### config.mk
export PLATFORM = sky130hd
export DESIGN_NAME = esc_temp
export DESIGN_NICKNAME = d
export VERILOG_FILES = /design/src/design/esc_pkg.sv /design/src/design/esc_temp.sv
export SDC_FILE = /design/constraint.sdc
export NUM_CORES = 2
export LEC_CHECK = 0
export BUFFER_PORTS_ARGS = -buffer_cell sky130_fd_sc_hd__buf_2
export CAP_MARGIN = 5
export CORE_AREA = 3 3 293 295
export CTS_CLUSTER_DIAMETER = 80
export DETAILED_ROUTE_END_ITERATION = 8
export DIE_AREA = 0 0 296 298
export SETUP_SLACK_MARGIN = 0.3
export SYNTH_ARGS = -nofsm -noshare
export SYNTH_HDL_FRONTEND = slang
export SYNTH_SLANG_ARGS = --single-unit
### constraint.sdc
create_clock -name clk -period 7.5 [get_ports clk]
set_input_delay 0.375 -clock clk [delete_from_list [all_inputs] [get_ports clk]]
set_output_delay 0.375 -clock clk [all_outputs]
set_load 0.05 [all_outputs]
### src/design/esc_pkg.sv
`timescale 1ns / 1ps
package esc_pkg;

  // configuration register indexes
  localparam logic [2:0] REG_CAL_TEMP    = 3'd0;
  localparam logic [2:0] REG_CAL_PRESS_A = 3'd1;
  localparam logic [2:0] REG_CAL_PRESS_B = 3'd2;
  localparam logic [2:0] REG_CAL_MIXED   = 3'd3;
  localparam logic [2:0] REG_CAL_HUM     = 3'd4;

  // register stages of each unit
  localparam int LAT_TEMP  = 5;
  localparam int LAT_PREP  = 5;
  localparam int LAT_DIV   = 66;
  localparam int LAT_POST  = 5;
  localparam int LAT_HUM   = 9;
  localparam int LAT_TOTAL = LAT_TEMP + LAT_PREP + LAT_DIV + LAT_POST;

  localparam int DIV_W = 64;

  // unpacked calibration words, all raw bit fields
  typedef struct packed {
    logic [15:0] t1;
    logic [15:0] t2;
    logic [15:0] t3;
    logic [15:0] p1;
    logic [15:0] p2;
    logic [15:0] p3;
    logic [15:0] p4;
    logic [15:0] p5;
    logic [15:0] p6;
    logic [15:0] p7;
    logic [15:0] p8;
    logic [15:0] p9;
    logic [7:0]  h1;
    logic [15:0] h2;
    logic [7:0]  h3;
    logic [11:0] h4;
    logic [11:0] h5;
    logic [7:0]  h6;
  } cal_t;

endpackage

### src/design/esc_temp.sv
`timescale 1ns / 1ps
module esc_temp import esc_pkg::*; (
  input  logic               clk,
  input  logic               en,
  input  cal_t               cal,
  input  logic [19:0]        temp_adc,
  output logic signed [31:0] tfine,
  output logic signed [31:0] temp
);

  logic signed [17:0] da, da_next;
  logic signed [16:0] d, d_next;
  logic signed [31:0] pa, dd;
  logic signed [33:0] pa_w, dd_w;
  logic signed [20:0] a3;
  logic signed [31:0] bb;
  logic signed [31:0] pa_sh, dd_sh, bb_sh;
  logic signed [47:0] bb_w;
  logic signed [31:0] tf4, tf4_next;
  logic signed [31:0] t5;

  always_comb begin
    da_next  = $signed({1'b0, temp_adc[19:3]}) - $signed({1'b0, cal.t1, 1'b0});
    d_next   = $signed({1'b0, temp_adc[19:4]}) - $signed({1'b0, cal.t1});
    pa_w     = da * $signed(cal.t2);
    dd_w     = d * d;
    pa_sh    = pa >>> 11;
    dd_sh    = dd >>> 12;
    bb_w     = dd_sh * $signed(cal.t3);
    bb_sh    = bb >>> 14;
    tf4_next = {{11{a3[20]}}, a3} + bb_sh;
    t5       = tf4 * 32'sd5 + 32'sd128;
  end

  always_ff @(posedge clk) begin
    if (en) begin
      da    <= da_next;
      d     <= d_next;
      pa    <= pa_w[31:0];
      dd    <= dd_w[31:0];
      a3    <= pa_sh[20:0];
      bb    <= bb_w[31:0];
      tf4   <= tf4_next;
      tfine <= tf4;
      temp  <= t5 >>> 8;
    end
  end

endmodule

# Yosys cells after proc, flatten, opt, wreduce, memory -nomap -nowiden
# Index checks and enable logic that the tools add are counted.
# op_classes
add_sub_neg	4
n_mul	4
# ops
operator	n
$add A32 B9 Y32 const B	1
$mul A17 B17 Y32	1
$mul A18 B16 Y32	1
$mul A20 B16 Y32	1
$mul A32 B4 Y32 const B	1
$add A21 B18 Y22	1
$sub A17 B17 Y18	1
$sub A16 B16 Y17	1
# word_totals
reg_bits	240
inputBits	278
output_inout_bits	64
word_cells	17

# Logic depth before layout (Yosys ltp)
# logic_depth
ltp_word	2
depth_mapped	26
ltp_nobuf	25

# Least setup slack after synthesis
# No wires, ideal clock.
# synth_timing
kind	register -> register
from	register da[17]
to	register pa[31], data pin
setup_time_ns	0.260
arrival_ns	6.030
t_required_ns	7.240
setup_slack_ns	1.210
stages_incl_launch_ff	25
path_buffers	2
period_less_slack_ns	6.290
cell_sequence	edfxtp_1 clkbuf_1 clkbuf_1 nand2_1 inv_1 fa_1 inv_1 fa_1 fa_1 inv_1 fa_1 fa_1 inv_1 fa_1 inv_1 ha_1 a211o_1 or3_1 o21a_1 o211ai_1 a21oi_1 a21o_1 nor4_1 nor3_1 xnor2_1
# synth_between
elab_chain_cells	1
# synth_lines
item	line	source
from (decl)	esc_temp.sv:11	logic signed [17:0] da, da_next;
from (signal assigned)	esc_temp.sv:37	da <= da_next;
$mul A18 B16 Y32	esc_temp.sv:25	pa_w = da * $signed(cal.t2);
via pa_w[31]	esc_temp.sv:14	logic signed [33:0] pa_w, dd_w;
to (signal assigned)	esc_temp.sv:39	pa <= pa_w[31:0];
to (decl)	esc_temp.sv:13	logic signed [31:0] pa, dd;
# The timed path passes the listed nets, and every way through them passes these cells.
# A chain may end at the register's enable or synchronous reset.

# Final worst setup path
# layout_timing
from	register da[9]
to	register pa[22], data pin
# The elaborated chain is that of the path after synthesis.

==> results.json <==
{
  "finalCriticalPeriod_ns": 6.820,
  "synth-seq-cells": 166,
  "cts_root_buf": "clkbuf_16",
  "syn_area_um2": 37400,
  "grt_setup_unrepaired": "no",
  "cts_tree": "done",
  "reg2reg_depth": 20,
  "dr.pass1.iters": 5,
  "cp_num_buf_inv": 4,
  "crit_path_top_delay_cell": "edfxtp_1",
  "slew_violations": 0,
  "path_common_cell": "fa_1",
  "r2r_end": "pa[22]",
  "synth_area_leader_cell": "fa_1",
  "grt_usage_pct": 20.06,
  "whs_path_depth": 1,
  "cts_buffers": 17,
  "drt-initial-drc-count": 1171,
  "antenna_left": 0,
  "io_buffers": 130,
  "rrSetupSlack_ns": 0.68,
  "ys_top_cells_by_area": "fa_1 (44%), edfxtp_1 (13%), ha_1 (11%), inv_1 (10%), and2_1 (5.6%)",
  "cts.path.max_buffers": 2,
  "clk_pin_slew_ns": 0.08,
  "post_drt_wl_per_cell_um": 16.48,
  "synth.top_cell.area_share_pct": 43.79,
  "die_w_um": 296,
  "start_util_pct": 44.83,
  "nets": 5313,
  "ys.flop_type": "edfxtp_1",
  "setup_violations": 0,
  "fin_crit_sh_pct": 90.93,
  "num-fill-cells": 7896,
  "ys_types": 61,
  "die_h_um": 298,
  "ys_warn_count": 0,
  "worst_path_largest_cell_delay_ns": 0.84,
  "status": "finished clean",
  "multi_input_area_um2": 28020,
  "drt-vias-per-instance": 4.889,
  "syn_inst": 3806,
  "drive_above_1_share_pct": 6.394,
  "drv_cap": 0,
  "ys_async_sr_fraction_pct": 0,
  "synth_nets": 5238,
  "hold_viol": 0,
  "worstMarginPinSlew_ns": 0.9930,
  "syn_to_final_growth_pct": 7.013,
  "cp-end-kind": "flip-flop",
  "grt_pass1_vias": 26500,
  "critPathLaunchType": "flip-flop",
  "die-area_um2": 88210,
  "rows": 106,
  "hold_start": "temp_adc[3]",
  "clock_latency_ns": 0.49,
  "setup-tns-final_ns": 0,
  "use_met1_pct": 28.27,
  "r2r-start": "da[9]",
  "globalRouteOverflowTotal": 0,
  "grtUsageMet3_pct": 2.348,
  "slew-limit-headroom_pct": 33.80,
  "grt_max_degree": 105,
  "whs_endpoint": "da[0]",
  "post_cts_resized": 0,
  "cp_max_fo": 13,
  "wl_um": 81980,
  "io_pins": 342,
  "synth_edf_count": 166,
  "clock-sinks": 166,
  "seqCellArea_um2": 4985,
  "postCtsSetupRepairBufs": 0,
  "route.detailed.drc": 0,
  "grt_pass1_wl_um": 139000,
  "hold_buffers": 0,
  "busiest_layer": "met2",
  "worstPathArrival_ns": 7.08,
  "antenna_found_initial": 3,
  "htree_levels": 4,
  "critical_path_class": "reg -> reg",
  "synth.yosys.seq_area_share_pct": 13.33,
  "crit_family": "adder cells",
  "finClkSkew_ns": 0.01691,
  "vias": 24320,
  "core_um2": 83420,
  "required_ns": 7.76,
  "fmax_mhz": 146.6,
  "min_path_type": "in -> reg",
  "grt_util_met2_pct": 33.43,
  "routabilityCongestion": 0.8275,
  "dp_hpwl_um": 68420,
  "crit_path_cell_trace": "buf_4, nand2_1, fa_1, fa_1, fa_1, inv_1, fa_1, fa_1, inv_1, fa_1, inv_1, ha_1, a21o_1, nor4b_1, o21ai_1, a21oi_1, nor2b_1, or3_1, a41oi_1, xnor2_1",
  "syn_avg_cell_area_um2": 9.826
}
-- worst max path at each step --
stage	from	end	slack, ns	depth (start not counted)
finish	da[9]	pa[22]	0.68	20
global route	da[9]	pa[22]	0.32	20
CTS	da[8]	dd[31]	0.63	24
detailed placement	da[8]	dd[31]	0.66	24
global placement	da[8]	dd[31]	0.68	24
floorplan	da[17]	pa[31]	1.21	24
-- placed cells by master, fill, tap and decap left out, types with 5 or more instances in the layout --
| cell | count |
|---|---|
| inv_1 | 1006 |
| fa_1 | 818 |
| nand2_1 | 397 |
| ha_1 | 336 |
| and2_1 | 334 |
| edfxtp_1 | 166 |
| buf_2 | 129 |
| nor2_1 | 126 |
| xnor2_1 | 112 |
| buf_4 | 67 |
| a21oi_1 | 45 |
| o21ai_0 | 38 |
| nor3_1 | 30 |
| xor2_1 | 28 |
| nor2b_1 | 27 |
| a21o_1 | 25 |
| nand2b_1 | 20 |
| o21a_1 | 18 |
| nand3_1 | 18 |
| clkbuf_16 | 17 |
| o21ai_1 | 10 |
| and3_1 | 9 |
| or3_1 | 9 |
| nand4_1 | 8 |
| a31oi_1 | 8 |
| a211oi_1 | 7 |
| clkinv_8 | 6 |
| a21boi_0 | 5 |
-- synth_stat cells, types with 2 or more instances --
master       n
a211o_1      3
a211oi_1     7
a21boi_0     5
a21o_1      25
a21oi_1     45
a21oi_2      3
a221oi_1     3
a31o_2       4
a31oi_1      8
a31oi_2      2
a41oi_1      3
and2_1     334
and3_1       9
and4_1       3
buf_4       18
clkbuf_1   127
edfxtp_1   166
fa_1       818
ha_1       336
inv_1     1006
nand2_1    397
nand2b_1    20
nand3_1     18
nand4_1      8
nor2_1     126
nor2b_1     27
nor3_1      30
nor4_1       4
o211ai_1     3
o21a_1      18
o21ai_0     38
o21ai_1     10
o31a_1       2
o31ai_1      4
or3_1        9
or4_1        4
xnor2_1    112
xor2_1      28
-- logic make-up after synthesis --
kind of cell	Yosys count	synth area share, %
adders and majority gates	1154	55.03
buffers and inverters	1152	11.74
and+or+nand+nor	994	13.05
AOI/OAI and AO/OA	198	3.510
DFF	166	13.33
xor gates and xnor gates	140	3.279
muxes	2	0.05688
-- per-stage QoR --
stage | utilization, % | std cells | hold slack [ns] | cell area (um2) | setup slack [ns]
2_1_floorplan | - | 3806 | 0.4003 | 37400 | 1.210
3_3_place_gp | 47.17 | 4939 | 0.4011 | 39350 | 0.6804
3_5_place_dp | 47.17 | 4939 | 0.4062 | 39350 | 0.6586
4_1_cts | 47.94 | 4971 | 0.02457 | 39990 | 0.6260
5_1_grt | 47.97 | 4974 | 0.04105 | 40020 | 0.3199
6_report | 47.97 | 4975 | 0.06106 | 40020 | 0.6804
-- final cells by class --
type,instances,area share [%]
well taps,1080,3.377
repair buffers,201,3.098
clock buffers,17,1.063
flip-flops and latches,166,12.46
diodes,1,0.006253
inverters,1007,9.445
clock inverters,15,0.5378
multi-input cells,2488,70.02
-- worst register-to-register path: cells and delay by family, from the launching register on --
family / cells / cell delay, ns
xor+xnor: 1 / 0.24
compound gates: 4 / 0.99
fa+ha+maj: 7 / 3.28
flops: 1 / 0.84
simple gates: 4 / 0.81
buf+inv: 4 / 0.42
-- metal layers --
| layer | up-vias | part of all wire, % |
|---|---|---|
| li1 | 11380 | - |
| met1 | 12490 | 45 |
| met2 | 371 | 49 |
| met3 | 71 | 3.8 |
| met4 | 4 | 1.9 |
| met5 | - | 0.041 |
-- state kept, by name, indices dropped and copies added (netlist names) --
signal	flops
a3	21
bb	18
da	18
dd	20
pa	21
temp	24
tf4	22
tfine	22
Power is not shown: default switching activity piles up to over one toggle a cycle in this logic, so the estimate is an artifact.
